<file path="src/rtl/pcpa_pkg.sv">
package pcpa_pkg;

    localparam int NUM_CPUS   = 8;
    localparam int NUM_PAGES  = 4096;
    localparam int PAGE_BYTES = 4096;

    localparam int ADDR_W     = 40;
    localparam int CPU_W      = $clog2(NUM_CPUS);
    localparam int IDX_W      = $clog2(NUM_PAGES);
    localparam int PAGE_SHIFT = $clog2(PAGE_BYTES);
    localparam int PG_W       = ADDR_W - PAGE_SHIFT;
    localparam int STATUS_W   = 2;
    localparam int CFG_IDX_W  = 1;
    localparam int LINK_W     = IDX_W + 1;

    localparam logic REQ_ALLOC = 1'b0;
    localparam logic REQ_FREE  = 1'b1;

    localparam logic [CFG_IDX_W-1:0] CFG_REGION_START = 1'b0;
    localparam logic [CFG_IDX_W-1:0] CFG_REGION_END   = 1'b1;

    localparam logic [STATUS_W-1:0] ST_OK       = 2'd0;
    localparam logic [STATUS_W-1:0] ST_OOM      = 2'd1;
    localparam logic [STATUS_W-1:0] ST_BAD_FREE = 2'd2;

    typedef struct packed {
        logic             vld;
        logic [IDX_W-1:0] idx;
    } t_link;

    typedef struct packed {
        logic             en;
        logic [CPU_W-1:0] cpu;
        t_link            head;
    } t_head_wr;

    typedef struct packed {
        logic             found;
        logic [CPU_W-1:0] src;
        logic [IDX_W-1:0] idx;
        t_link            own;
    } t_head_pick;

endpackage

</file>
<file path="src/rtl/pcpa_head_table.sv">
module pcpa_head_table (
    input  logic                       i_clk,
    input  logic                       i_rst_n,
    input  logic [pcpa_pkg::CPU_W-1:0] i_cpu,
    input  pcpa_pkg::t_head_wr         i_wr,
    output pcpa_pkg::t_head_pick       o_pick
);

    logic [pcpa_pkg::NUM_CPUS-1:0] r_vld;
    logic [pcpa_pkg::IDX_W-1:0]    r_idx [pcpa_pkg::NUM_CPUS];

    always_ff @(posedge i_clk) begin
        if (!i_rst_n) begin
            r_vld <= '0;
        end else if (i_wr.en) begin
            r_vld[i_wr.cpu] <= i_wr.head.vld;
        end
        if (i_wr.en) begin
            r_idx[i_wr.cpu] <= i_wr.head.idx;
        end
    end

    // round-robin pick: own list first, then the following CPUs
    always_comb begin
        logic [pcpa_pkg::CPU_W-1:0] sel;
        o_pick.found = 1'b0;
        o_pick.src   = i_cpu;
        for (int k = pcpa_pkg::NUM_CPUS - 1; k >= 0; k--) begin
            sel = i_cpu + pcpa_pkg::CPU_W'(k);
            if (r_vld[sel]) begin
                o_pick.found = 1'b1;
                o_pick.src   = sel;
            end
        end
        o_pick.idx      = r_idx[o_pick.src];
        o_pick.own.vld  = r_vld[i_cpu];
        o_pick.own.idx  = r_idx[i_cpu];
    end

endmodule

</file>
<file path="config.mk">
export PLATFORM = sky130hd
export DESIGN_NAME = pcpa_head_table
export DESIGN_NICKNAME = d
export VERILOG_FILES = /design/src/rtl/pcpa_pkg.sv /design/src/rtl/pcpa_head_table.sv
export SDC_FILE = /design/constraint.sdc
export NUM_CORES = 1
export LEC_CHECK = 0
export ABC_AREA = 1
export BUFFER_PORTS_ARGS = -buffer_cell sky130_fd_sc_hd__buf_2
export CAP_MARGIN = 15
export CORE_ASPECT_RATIO = 1.75
export CORE_UTILIZATION = 45
export CTS_BUF_LIST = sky130_fd_sc_hd__clkbuf_8
export DETAILED_ROUTE_END_ITERATION = 8
export HOLD_SLACK_MARGIN = 0.12
export SYNTH_ARGS = -nofsm -noshare
export SYNTH_HDL_FRONTEND = slang
export SYNTH_SLANG_ARGS = --single-unit
export TNS_END_PERCENT = 20
</file>
<file path="constraint.sdc">
create_clock -name i_clk -period 3.3 [get_ports i_clk]
set_clock_uncertainty 0.2 [all_clocks]
set_input_delay 0.165 -clock i_clk [delete_from_list [all_inputs] [get_ports i_clk]]
set_output_delay 0.165 -clock i_clk [all_outputs]
set_load 0.05 [all_outputs]
</file>
==> qor_table.md <==
| Stage | Result | Reported |
| --- | --- | --- |
| outcome | Result of the run | complete, no violations |
| worst setup path | Signal arrival time at the worst endpoint | 2.76 ns |
| pwr | Static leakage | 3.08 nW |
| grt | Initial antenna violation count | 0 |
| cts | CTS HTree Levels | 3 |
| grt | Global-route total usage across every layer | 25.3% |
| worst setup path | Biggest fanout along the worst timing path | 16 |
| logic synthesis | Count of state elements after synthesis | 104 |
| logic synthesis | Synth Net Count | 738 |
| worst setup path | Critical-path cell list | nand2_1 > nand3_1 > nand3_1 > nand2_1 > nor2_1 > nand2_1 > nand2_1 > nand2_1 > nand3_1 > nand2_1 > nand2_1 > nand2_1 > nand2_4 > buf_12 > nand3_1 > nand2_1 > nand2_1 > nand2_2 > buf_2 |
| pwr | Power density over the cells | 526 nW/um^2 |
| logic synthesis | Register area share after synthesis | 51.7% |
| logic synthesis | Number of enable flip-flop cells after synthesis | 96 |
| layout | Area taken by flip-flops and latches | 3040 um^2 |
| worst setup path | Crit Reg-Reg Startpoint | r_vld[5] |
| flow run | Reported max-cap violation count | 0 |
| worst setup path | Critical path start-end classification | flop to output pin |
| floorplan | Effective utilization at floorplan | 46.6% |
| layout | Antenna diode count | 0 |
| routing | DRC marker count from the first detailed-route iteration | 376 |
| grt | Vias in the first global route | 5,110 |
| worst setup path | Worst EP required | 2.93 ns |
| layout | Fraction of final layout cells sized beyond drive strength 1 | 15.1% |
| routing | DRC Markers | 0 |
| cts | Number of buffers between clock root and the deepest sink | 2 |
| routing | Number of vias per cell after detailed routing | 5.46 |
| sta | Hold violation total from the final report | 0 |
| layout | Final net count | 807 |
| logic synthesis | Distinct cell type count of the synthesized netlist | 28 |
| worst setup path | Critical Path Max Stage Delay | 0.35 ns |
| layout | Most common cell after layout, fill and taps aside | sky130_fd_sc_hd__nand2_1 |
| logic synthesis | Dominant synthesized flop cell | sky130_fd_sc_hd__edfxtp_1 |
| worst setup path | Crit. End Element | output pin |
| routing | Detailed Routing Iterations Pass 1 | 5 |
| worst setup path | Most numerous cell on the critical path | sky130_fd_sc_hd__nand2_1 |
| placed design | Post-DP Area | 6390 um^2 |
| sta | Max-slew violation total from the final report | 0 |
| worst setup path | Category of the worst setup path launch point | flop |
| routing | Final wirelength | 16.5 mm |
| floorplan | Core area | 12,600 um^2 |
| sta | Post-layout min period | 3.13 ns |
| routing | Via total after detailed routing | 5,224 |
| sta | RSZ-0062 raised after global routing | yes |
| sta | Slew at the pin with the worst max-slew slack | 0.831 ns |
| cts | Post-CTS repair timing setup buffer count | 0 |
| floorplan | Die Y | 153 um |
| layout | Non-Filler Cell Area, Final | 6850 um^2 |
| logic synthesis | Number of warnings reported in the yosys synthesis log | 0 |
| layout | Total area of multi-input combinational cells | 2230 um^2 |
| sta | Worst hold margin | 0.135 ns |
| worst setup path | Crit path max-delay cell type | sky130_fd_sc_hd__dfxtp_1 |
| cts | Clock Sink Count | 104 |
| placed design | Estimated wirelength of the detail-placed design | 10.5 mm |
| sta | Worst max-slew margin expressed relative to the limit | 44.4% |
| logic synthesis | Post-Syn Area | 5880 um^2 |
| min path | Min-delay worst type | primary input to flop |
| logic synthesis | Asr flop ratio synth | 0% |
| cts | Clock latency on the worst-skew pair | 0.37 ns |
| sta | Final Setup Violations | 0 |
| worst setup path | R2R setup slack | 1.88 ns |
| placed design | Weighted congestion reported at the end of routability-driven placement | 0.963 |
| worst setup path | Reg-to-reg endpoint | r_vld[5] |
| min path | Hold worst-path end | r_vld[6] |
| sta | FMAX | 320 MHz |
| floorplan | Core Rows | 54 |
| cts | Register clock-pin slew on the reported worst setup and hold paths | 0.10 ns |
| grt | Overflow left after global routing | 0 |
| sta | Share of the cycle needed by the critical path after routing | 94.8% |
| grt | Largest net degree at the start of global routing | 62 |
| logic synthesis | Cells after synthesis | 714 |
| sta | Setup TNS Final | 0 ns |
| placed design | Port Buffers | 50 |
| grt | First-pass GRT wire length | 25.6 mm |
| routing | Avg WL per Cell | 17.3 um |
| cts | Clock Tree Root | sky130_fd_sc_hd__clkbuf_8 |
| cts | Inserted Clock Buffers | 9 |
| cts | TritonCTS clock tree | yes |
| floorplan | Full die area | 13,600 um^2 |
| layout | # fillers | 1,165 |
| floorplan | Number of top-level pins | 51 |
| floorplan | Width of the die | 88.4 um |
| routing | Antenna viol nets, final | 0 |
| pwr | Maximum ir drop on the vdd rail | 215 uV |
| worst setup path | Worst reg-to-reg path cell count | 3 |
| layout | Top library cells by usage in the layout, fill and taps aside | sky130_fd_sc_hd__nand2_1 (160), sky130_fd_sc_hd__nand3_1 (125), sky130_fd_sc_hd__inv_1 (103), sky130_fd_sc_hd__edfxtp_1 (96), sky130_fd_sc_hd__buf_2 (43) |
| min path | Worst hold stages | 6 |
| min path | Hold Crit Start | i_wr[16] |
| logic synthesis | Average footprint of a synthesized cell | 8.24 um^2 |
| layout | Synth-to-layout area growth | 16.4% |
-- worst max-delay path by stage --
stage                     slack [ns]          to     start
after global routing           -0.01  o_pick[24]  r_vld[0]
after floorplan                 0.01  o_pick[18]  i_cpu[0]
after global placement          0.21  o_pick[24]  i_cpu[0]
after CTS                       0.14  o_pick[24]  r_vld[5]
after detailed placement        0.21  o_pick[24]  i_cpu[0]
final                           0.17  o_pick[15]  r_vld[5]
-- Yosys cell counts, types with 8 or more instances --
master                      count  share of area [%]
sky130_fd_sc_hd__a21oi_1       27                2.3
sky130_fd_sc_hd__buf_2         12                1.0
sky130_fd_sc_hd__clkbuf_1      16                1.0
sky130_fd_sc_hd__dfxtp_1        8                2.7
sky130_fd_sc_hd__edfxtp_1      96                 49
sky130_fd_sc_hd__inv_1        103                6.6
sky130_fd_sc_hd__nand2_1      170                 11
sky130_fd_sc_hd__nand3_1      125                 11
sky130_fd_sc_hd__nand3b_1       8                1.0
sky130_fd_sc_hd__nor2_1        36                2.3
sky130_fd_sc_hd__nor3_1         9               0.77
sky130_fd_sc_hd__o2111ai_1     12                1.8
sky130_fd_sc_hd__o211ai_1      14                1.8
sky130_fd_sc_hd__o21ai_0       42                3.6
-- state kept, by name, indices dropped and copies added (netlist names) --
register and cells:
r_idx 96, r_vld 8
-- critical path: cells and delay by family (launching register included) --
kind	cells	cell delay, ns
and+or+nand+nor	17	1.60
buffers and inverters	2	0.43
DFF	1	0.35
-- routing by layer --
layer | track usage, % | vias to the layer above | wire, um
li1 | - | 2516 | -
met1 | 30.2 | 2461 | 6600
met2 | 43.3 | 200 | 8450
met3 | 3.40 | 47 | 854
met4 | 12.7 | 0 | 620
met5 | 0 | - | 0
-- timing repair --
| action | 4_1_cts | 5_1_grt |
|---|---|---|
| gates resized for setup | 0 | 9 |
| hold buffers | 23 | 0 |
| setup endpoints to repair | 0 | 11 |
| endpoints found under the hold margin | 105 | 0 |
-- area by class of cell --
cell class	count	area share, %
repair buffers	99	11.3
multi-input cells	458	32.5
inverters	111	6.12
well taps	168	3.07
flip-flops and latches	104	44.4
clock inverters	7	0.749
clock buffers	9	1.81
-- cells by family after synthesis --
logic type | Yosys count | synth area share [%]
simple gates | 358 | 26.8
buf+inv | 152 | 11.0
flops | 104 | 51.7
compound gates | 96 | 9.72
xor+xnor | 2 | 0.298
fa+ha+maj | 2 | 0.425
-- through the flow --
stage	total power, mW	instances	setup slack [ns]	utilization [%]
after floorplan	2.48	714	0.0119	-
after global placement	2.81	916	0.209	50.6
after detailed placement	2.82	916	0.211	50.6
after CTS	3.57	955	0.143	53.8
after global routing	3.78	956	-0.0118	54.2
final	3.60	956	0.173	54.2
-- power breakdown --
part           leakage [nW]  internal [mW]  switching (mW)
registers             0.937           1.48          0.0165
clock network        0.0962          0.282           0.461
logic                  2.04          0.398           0.962
total                  3.08           2.16            1.44
No activity file was read; power rests on OpenSTA's default activity.
