[config.mk]
export PLATFORM = sky130hd
export DESIGN_NAME = pcpa_addr_unit
export DESIGN_NICKNAME = d
export VERILOG_FILES = /design/src/rtl/pcpa_pkg.sv /design/src/rtl/pcpa_addr_unit.sv
export SDC_FILE = /design/constraint.sdc
export NUM_CORES = 1
export LEC_CHECK = 0
export ABC_AREA = 1
export BUFFER_PORTS_ARGS = -buffer_cell sky130_fd_sc_hd__buf_2
export CAP_MARGIN = 10
export CORE_ASPECT_RATIO = 1.1
export CORE_MARGIN = 8
export CORE_UTILIZATION = 46
export DETAILED_ROUTE_END_ITERATION = 10
export GPL_TIMING_DRIVEN = 0
export HOLD_SLACK_MARGIN = 0.15
export PLACE_DENSITY = 0.67
export SETUP_SLACK_MARGIN = 0.5
export SLEW_MARGIN = 20
export SYNTH_ARGS = -nofsm -noshare
export SYNTH_HDL_FRONTEND = slang
export SYNTH_SLANG_ARGS = --single-unit
[constraint.sdc]
create_clock -name i_clk -period 3.5 [get_ports i_clk]
set_input_delay 0.7 -clock i_clk [delete_from_list [all_inputs] [get_ports i_clk]]
set_output_delay 0.7 -clock i_clk [all_outputs]
set_load 0.01 [all_outputs]
[src/rtl/pcpa_pkg.sv]
package pcpa_pkg;

    localparam int NUM_CPUS   = 8;
    localparam int NUM_PAGES  = 4096;
    localparam int PAGE_BYTES = 4096;

    localparam int ADDR_W     = 40;
    localparam int CPU_W      = $clog2(NUM_CPUS);
    localparam int IDX_W      = $clog2(NUM_PAGES);
    localparam int PAGE_SHIFT = $clog2(PAGE_BYTES);
    localparam int PG_W       = ADDR_W - PAGE_SHIFT;
    localparam int STATUS_W   = 2;
    localparam int CFG_IDX_W  = 1;
    localparam int LINK_W     = IDX_W + 1;

    localparam logic REQ_ALLOC = 1'b0;
    localparam logic REQ_FREE  = 1'b1;

    localparam logic [CFG_IDX_W-1:0] CFG_REGION_START = 1'b0;
    localparam logic [CFG_IDX_W-1:0] CFG_REGION_END   = 1'b1;

    localparam logic [STATUS_W-1:0] ST_OK       = 2'd0;
    localparam logic [STATUS_W-1:0] ST_OOM      = 2'd1;
    localparam logic [STATUS_W-1:0] ST_BAD_FREE = 2'd2;

    typedef struct packed {
        logic             vld;
        logic [IDX_W-1:0] idx;
    } t_link;

    typedef struct packed {
        logic             en;
        logic [CPU_W-1:0] cpu;
        t_link            head;
    } t_head_wr;

    typedef struct packed {
        logic             found;
        logic [CPU_W-1:0] src;
        logic [IDX_W-1:0] idx;
        t_link            own;
    } t_head_pick;

endpackage

[src/rtl/pcpa_addr_unit.sv]
module pcpa_addr_unit (
    input  logic                           i_clk,
    input  logic                           i_rst_n,
    input  logic                           i_cfg_we,
    input  logic [pcpa_pkg::CFG_IDX_W-1:0] i_cfg_idx,
    input  logic [pcpa_pkg::ADDR_W-1:0]    i_cfg_data,
    input  logic [pcpa_pkg::ADDR_W-1:0]    i_page_addr,
    input  logic [pcpa_pkg::IDX_W-1:0]     i_pop_idx,
    output logic                           o_bad,
    output logic [pcpa_pkg::IDX_W-1:0]     o_idx,
    output logic [pcpa_pkg::ADDR_W-1:0]    o_alloc_addr
);

    logic [pcpa_pkg::ADDR_W-1:0] r_start;
    logic [pcpa_pkg::ADDR_W-1:0] r_end;
    logic [pcpa_pkg::PG_W:0]     r_base;
    logic [pcpa_pkg::PG_W:0]     diff;
    logic [pcpa_pkg::PG_W-1:0]   pop_page;
    logic                        misaligned;

    always_ff @(posedge i_clk) begin
        if (!i_rst_n) begin
            r_start <= '0;
            r_end   <= '0;
            r_base  <= '0;
        end else if (i_cfg_we) begin
            if (i_cfg_idx == pcpa_pkg::CFG_REGION_START) begin
                r_start <= i_cfg_data;
                r_base  <= {1'b0, i_cfg_data[pcpa_pkg::ADDR_W-1:pcpa_pkg::PAGE_SHIFT]}
                         + {{pcpa_pkg::PG_W{1'b0}},
                            |i_cfg_data[pcpa_pkg::PAGE_SHIFT-1:0]};
            end else if (i_cfg_idx == pcpa_pkg::CFG_REGION_END) begin
                r_end <= i_cfg_data;
            end
        end
    end

    assign misaligned = |i_page_addr[pcpa_pkg::PAGE_SHIFT-1:0];
    assign diff = {1'b0, i_page_addr[pcpa_pkg::ADDR_W-1:pcpa_pkg::PAGE_SHIFT]} - r_base;

    assign o_bad = misaligned || (i_page_addr < r_start) || (i_page_addr >= r_end)
                || (|diff[pcpa_pkg::PG_W:pcpa_pkg::IDX_W]);
    assign o_idx = diff[pcpa_pkg::IDX_W-1:0];

    assign pop_page = r_base[pcpa_pkg::PG_W-1:0]
                    + {{(pcpa_pkg::PG_W-pcpa_pkg::IDX_W){1'b0}}, i_pop_idx};
    assign o_alloc_addr = {pop_page, {pcpa_pkg::PAGE_SHIFT{1'b0}}};

endmodule

==> flow_metrics.py, run 1 <==
metrics = {
    "floorplan": {
        "fp.dieH_um": 168,
        "num_io_pins": 149,
        "start_util_pct": 46.9,
        "fp.dieW_um": 154,
        "dieArea_mm2": 0.0258,
        "rows": 55,
        "design.core.area_mm2": 0.0205,
    },
    "cells_and_area": {
        "final_core_util_pct": 59.0,
        "stdcell_area_mm2": 0.0121,
        "layout.nets": 1908,
        "drive_gt1_share_pct": 21.4,
        "syn_to_final_growth_pct": 25.8,
    },
    "logic_synthesis": {
        "netlist_instances": 1504,
        "synth_cell_types": 47,
        "avgSynthCellArea_um2": 6.39,
        "syn-cell-area_mm2": 0.00961,
        "ys_seq_area_share_pct": 22.7,
        "ys_warn_count": 0,
        "synth-seq-cells": 109,
    },
    "power_and_ir_drop": {
        "power_w": 0.00389,
        "p_leak_nw": 5.86,
        "ir_worst_vdd_mv": 0.241,
        "powerDensity_mw_per_mm2": 321,
    },
    "clock_tree": {
        "numCtsBuffers": 9,
        "cts_sinks": 109,
        "clk_pin_slew_worst_paths_ns": 0.07,
        "htree_levels": 3,
        "clk_latency_ns": 0.35,
        "cts_root_buffer": "clkbuf_16",
        "cts_buffer_depth": 2,
        "cts_tree": "done",
    },
    "timing": {
        "finalSetupTns_ns": 0,
        "fin_skew_ns": 0,
        "setup_violations": 0,
        "fin_ws_ns": 0.250,
        "fmax_ghz": 0.308,
        "layout_min_cycle_time_ns": 3.25,
        "drv_slew": 0,
        "slew_headroom_pct": 53.4,
        "finalHoldViolations": 0,
        "tightest_slew_ns": 0.693,
        "rsz0062_at_grt": "yes",
        "finalCritPeriodShare_pct": 92.9,
    },
    "global_routing": {
        "antenna_found_initial": 3,
        "track_usage_pct": 24.2,
        "first_global_vias": 9859,
        "grt_start_max_net_pins": 17,
        "grt_pass1_wl_mm": 50.0,
        "grt_overflow_total": 0,
    },
    "worst_hold_path": {
        "hp-class": "flip-flop to flip-flop",
    },
    "placed_design": {
        "dp_hpwl_mm": 26.2,
        "io_buffers": 135,
        "gp_congestion": 0.929,
        "dpl_cell_area_mm2": 0.0107,
        "place_ws_ns": -0.118,
    },
    "routing": {
        "drc": 0,
        "drt_first_iter_violations": 484,
        "ant_nets": 0,
        "routed_wl_mm": 32.4,
        "vias": 10200,
        "wire_per_inst_um": 16.6,
        "vias_per_cell": 5.25,
        "dr.pass1.iters": 5,
    },
    "worst_setup_path": {
        "cp-end-kind": "primary output",
        "cp-endpoint": "o_alloc_addr[26]",
        "cp_cell_sequence": "buf_6 > ha_4 > inv_2 > fa_2 > o21ai_4 > a21oi_4 > o221ai_4 > buf_4 > buf_6 > xor2_2 > buf_2",
        "cp.required_ns": 2.80,
        "path_class": "primary input to primary output",
        "r2r_cells": 4,
        "start_kind": "primary input",
        "cpMostUsedCell": "buf_6",
        "startpoint": "i_pop_idx[0]",
        "crit_arrival_ns": 2.55,
        "slowest_stage": "fa_2",
        "timing.rr.start": "r_base[11]",
        "max_stage_delay_ns": 0.37,
        "cp_max_fo": 5,
        "regToRegEndpoint": "r_base[11]",
        "r2r_slack_ns": 2.58,
    },
    "job": {
        "max-cap-violations": 0,
    },
    "status": {
        "status": "complete, no violations",
    },
}
[synth_stat cells, drive strengths merged]
library cell | number | area share, %
nand2 | 355 | 14
nand3 | 76 | 4.3
inv | 273 | 11
o221ai | 5 | 0.52
nor4 | 9 | 0.59
nor3b | 1 | 0.078
and2 | 2 | 0.13
nor2 | 117 | 5.0
a22oi | 1 | 0.078
dfxtp | 109 | 23
o211ai | 5 | 0.39
nand3b | 3 | 0.23
clkinv | 1 | 0.039
or2 | 3 | 0.20
a21o | 4 | 0.31
a211oi | 11 | 0.86
xnor2 | 9 | 0.82
nor3 | 23 | 1.3
buf | 19 | 1.3
a31oi | 4 | 0.26
and3 | 1 | 0.065
o31ai | 1 | 0.078
ha | 121 | 16
clkbuf | 28 | 1.1
conb | 1 | 0.039
nand4 | 22 | 1.4
o21a | 4 | 0.31
fa | 2 | 0.42
o21bai | 6 | 0.51
a21oi | 143 | 7.5
o21ai | 112 | 5.9
xor2 | 33 | 3.0
[cell usage in the layout (no fill, tap or decap), drive strengths merged, types with 3 or more instances in the layout]
cell,Yosys,final
a211oi,11,11
a21o,4,4
a21oi,143,143
a31oi,4,4
buf,19,182
bufinv,0,3
clkbuf,28,39
conb,1,12
dfxtp,109,109
ha,121,121
inv,273,274
nand2,355,355
nand3,76,76
nand3b,3,3
nand4,22,22
nor2,117,117
nor3,23,23
nor4,9,9
o211ai,5,5
o21a,4,4
o21ai,112,112
o21bai,6,6
o221ai,5,5
or2,3,3
xnor2,9,9
xor2,33,33
[state kept, by name, summed over array words and instances, names as in the netlist]
register  count
r_base       29
r_start      40
r_end        40
[critical path: cells and delay by family]
family | cells | cell delay, ns
AOI/OAI and AO/OA | 3 | 0.63
buffers and inverters | 5 | 0.54
adders and majority gates | 2 | 0.50
xor gates and xnor gates | 1 | 0.17
[cell type report]
type                       instances  area [µm²]
sequential                       109        2200
clock buffer                      11         233
inverter                         274        1030
multi-input combinational       1085        7060
clock inverter                     4        97.6
antenna                            1        2.50
fill                            1963        8410
timing repair buffer             163         920
tap                              256         320
buffer                            47         231
[worst min-delay path by stage]
stage             endpoint         from  cells after the start  slack (ns)
2_1_floorplan  r_start[36]  r_start[36]                      2        0.43
3_3_place_gp   r_start[36]  r_start[36]                      2        0.44
3_5_place_dp     r_end[16]    r_end[16]                      2        0.45
4_1_cts        r_start[36]  r_start[36]                      2        0.46
5_1_grt          r_end[21]    r_end[21]                      2        0.47
6_report       r_start[36]  r_start[36]                      2        0.46
[timing repair]
item                                    CTS  global route
endpoints found under the hold margin     0             0
hold buffers                              0             0
gates resized for setup                  66           126
buffers inserted                         18            10
pin swaps                                25            37
endpoints found under the setup margin   22            22
[routing by layer]
metal	track usage, %	routed length [µm]
met1	28.4	13600
met3	3.66	1840
met5	0	23
met4	8.96	1120
met2	43.6	15900
[per-stage QoR]
step / std cells / hold WS [ns]
2_1_floorplan: 1515 / 0.430
5_1_grt: 1950 / 0.474
6_report: 1950 / 0.458
4_1_cts: 1939 / 0.460
3_5_place_dp: 1906 / 0.449
3_3_place_gp: 1906 / 0.443
[cell families (layout without fill, tap and decap cells)]
kind of cell	count (synthesis)	count (layout)	share of synthesized area [%]
xor gates and xnor gates	42	42	3.83
AOI/OAI and AO/OA	296	296	16.7
and+or+nand+nor	612	612	27.4
DFF	109	109	22.7
adders and majority gates	123	123	16.2
other	1	13	0.0390
buffers and inverters	321	499	13.1
[report_power, final]
group | leakage, nW | switching (W) | internal, W
registers | 0.903 | 0.0000334 | 0.00132
clock network | 0.156 | 0.000472 | 0.000697
logic | 4.81 | 0.000827 | 0.000539
total | 5.86 | 0.00133 | 0.00255
(Power assumes the default switching activity.)
==> run 2: changes to the inputs <==
==> constraint.sdc (replaced) <==
create_clock -name i_clk -period 3.74 [get_ports i_clk]
set_input_delay 0.748 -clock i_clk [delete_from_list [all_inputs] [get_ports i_clk]]
set_output_delay 0.748 -clock i_clk [all_outputs]
set_load 0.01 [all_outputs]
==> flow_metrics.py, run 2 (synthesis results as in run 1) <==
metrics = {
    "cells_and_area": {
        "syn_to_final_growth_pct": 23.2,
        "n_fill_cell": 2084,
        "final_cell_mix": "330 x nand2_1, 266 x inv_1, 134 x a21oi_1",
        "num_antenna_cells": 0,
        "largestRegisters": "r_end x40, r_start x40, r_base x29",
        "drive_gt1_share_pct": 18.9,
        "final_core_util_pct": 57.7,
        "layout_commonest_cell": "nand2_1",
        "layout.nets": 1901,
        "stdcell_area_mm2": 0.0118,
    },
    "placed_design": {
        "dpl_cell_area_mm2": 0.0106,
        "io_buffers": 135,
        "gp_congestion": 0.965,
        "dp_hpwl_mm": 26.3,
    },
    "routing": {
        "drt_first_iter_violations": 596,
        "ant_nets": 0,
        "dr.pass1.iters": 5,
        "vias_per_cell": 5.27,
        "routed_wl_mm": 32.0,
        "vias": 10200,
        "drc": 0,
        "wire_per_inst_um": 16.5,
    },
    "clock_tree": {
        "cts_root_buffer": "clkbuf_16",
        "clk_pin_slew_worst_paths_ns": 0.07,
        "clk_latency_ns": 0.35,
        "cts_sinks": 109,
        "cts_buffer_depth": 2,
        "hold_buffers": 0,
        "htree_levels": 3,
        "numCtsBuffers": 9,
        "cts_tree": "done",
    },
    "worst_setup_path": {
        "cp_max_fo": 5,
        "start_kind": "primary input",
        "slowest_stage": "ha_2",
        "crit_buf_inv": 3,
        "cp-end-kind": "primary output",
        "r2r_slack_ns": 2.84,
        "path_class": "primary input to primary output",
        "cp.required_ns": 2.99,
        "critPathTopFamily": "simple AND/OR/NAND/NOR gates",
        "cp_cell_sequence": "buf_2 > ha_2 > nand2_1 > nor2_2 > nand2_1 > inv_1 > nand3_1 > nand4_1 > nand2_1 > nor2_2 > nand2_1 > nor2_1 > nand3_1 > buf_2",
        "max_stage_delay_ns": 0.39,
        "cpMostUsedCell": "nand2_1",
        "crit_arrival_ns": 2.55,
    },
    "global_routing": {
        "first_global_vias": 9886,
        "grt_pass1_wl_mm": 49.5,
        "grt_start_max_net_pins": 18,
        "antenna_found_initial": 0,
        "grt_overflow_total": 0,
        "track_usage_pct": 24.0,
    },
    "floorplan": {
        "num_io_pins": 149,
        "fp.dieH_um": 168,
        "dieArea_mm2": 0.0258,
        "design.core.area_mm2": 0.0205,
        "rows": 55,
        "start_util_pct": 46.9,
        "fp.dieW_um": 154,
    },
    "power_and_ir_drop": {
        "ir_worst_vdd_mv": 0.276,
        "p_leak_nw": 5.80,
        "powerDensity_mw_per_mm2": 306,
    },
    "timing": {
        "fin_skew_ns": 0,
        "finalSetupTns_ns": 0,
        "setup_violations": 0,
        "tightest_slew_ns": 0.723,
        "finalCritPeriodShare_pct": 88.2,
        "fmax_ghz": 0.303,
        "rsz0062_at_grt": "yes",
        "finalHoldViolations": 0,
        "layout_min_cycle_time_ns": 3.30,
        "drv_slew": 0,
        "slew_headroom_pct": 51.8,
    },
    "worst_hold_path": {
        "hp-class": "flip-flop to flip-flop",
    },
    "job": {
        "max-cap-violations": 0,
    },
    "status": {
        "status": "complete, no violations",
    },
}
run 2: cell types whose count changed in the layout (fill, tap and decap cells not counted), sizes merged:
| cell | before | now |
|---|---|---|
| clkbuf | 39 | 40 |
| diode | 1 | 0 |
| clkinvlp | 1 | 0 |
| buf | 182 | 174 |
| inv | 274 | 273 |
| clkinv | 0 | 3 |
run 2: final cells by class:
class	count	area, µm²	share of cell area (%)
well taps	256	320	2.71
repair buffers	156	862	7.28
multi-input cells	1085	6850	57.9
clock inverters	5	108	0.909
clock buffers	11	243	2.05
inverters	274	1030	8.72
flip-flops and latches	109	2190	18.5
plain buffers	47	231	1.96
run 2: through the flow:
step | hold slack, ns | cells | worst slack (ns) | power (W)
finish | 0.456 | 1943 | 0.440 | 0.00363
detailed placement | 0.448 | 1906 | 0.0391 | 0.00238
global placement | 0.442 | 1906 | 0.0369 | 0.00236
global route | 0.479 | 1943 | 0.287 | 0.00384
CTS | 0.459 | 1938 | 0.368 | 0.00355
floorplan | 0.430 | 1515 | 0.615 | 0.00200
run 2: what timing repair did:
item / CTS / global route
endpoints found under the setup margin: 16 / 18
resized for setup: 51 / 95
cloned: 0 / 0
pin swaps: 17 / 28
buffers inserted: 16 / 5
run 2: routing by layer:
metal	wire (µm)	share of wire [%]	global-route usage [%]	up-vias
li1	-	-	-	5214
met1	13300	42	28.2	4657
met4	1030	3.2	8.78	0
met2	15700	49	43.1	319
met5	0	0	0	-
met3	1940	6.0	3.63	58
run 2: worst reg2reg max path, cell delays in order, from the launching register on:
cell and delay, ns:
dfxtp_1 0.39, inv_1 0.14, o221ai_1 0.21, nand2_1 0.07
inv_1 0.05
run 2: power breakdown:
part           internal (W)  total (W)  switching [W]
clock network      0.000676    0.00113       0.000450
registers           0.00123    0.00126      0.0000294
logic              0.000481    0.00124       0.000756
total               0.00239    0.00363        0.00124
run 2: path summary, 6_finish.rpt:
kind | start | endpoint | cells past startpoint
worst max register to register | r_base[14] | r_base[14] | 4
worst min-delay path | r_start[36] | r_start[36] | 2
worst min register to register | r_start[36] | r_start[36] | 2
worst max-delay path | i_page_addr[33] | o_bad | 14
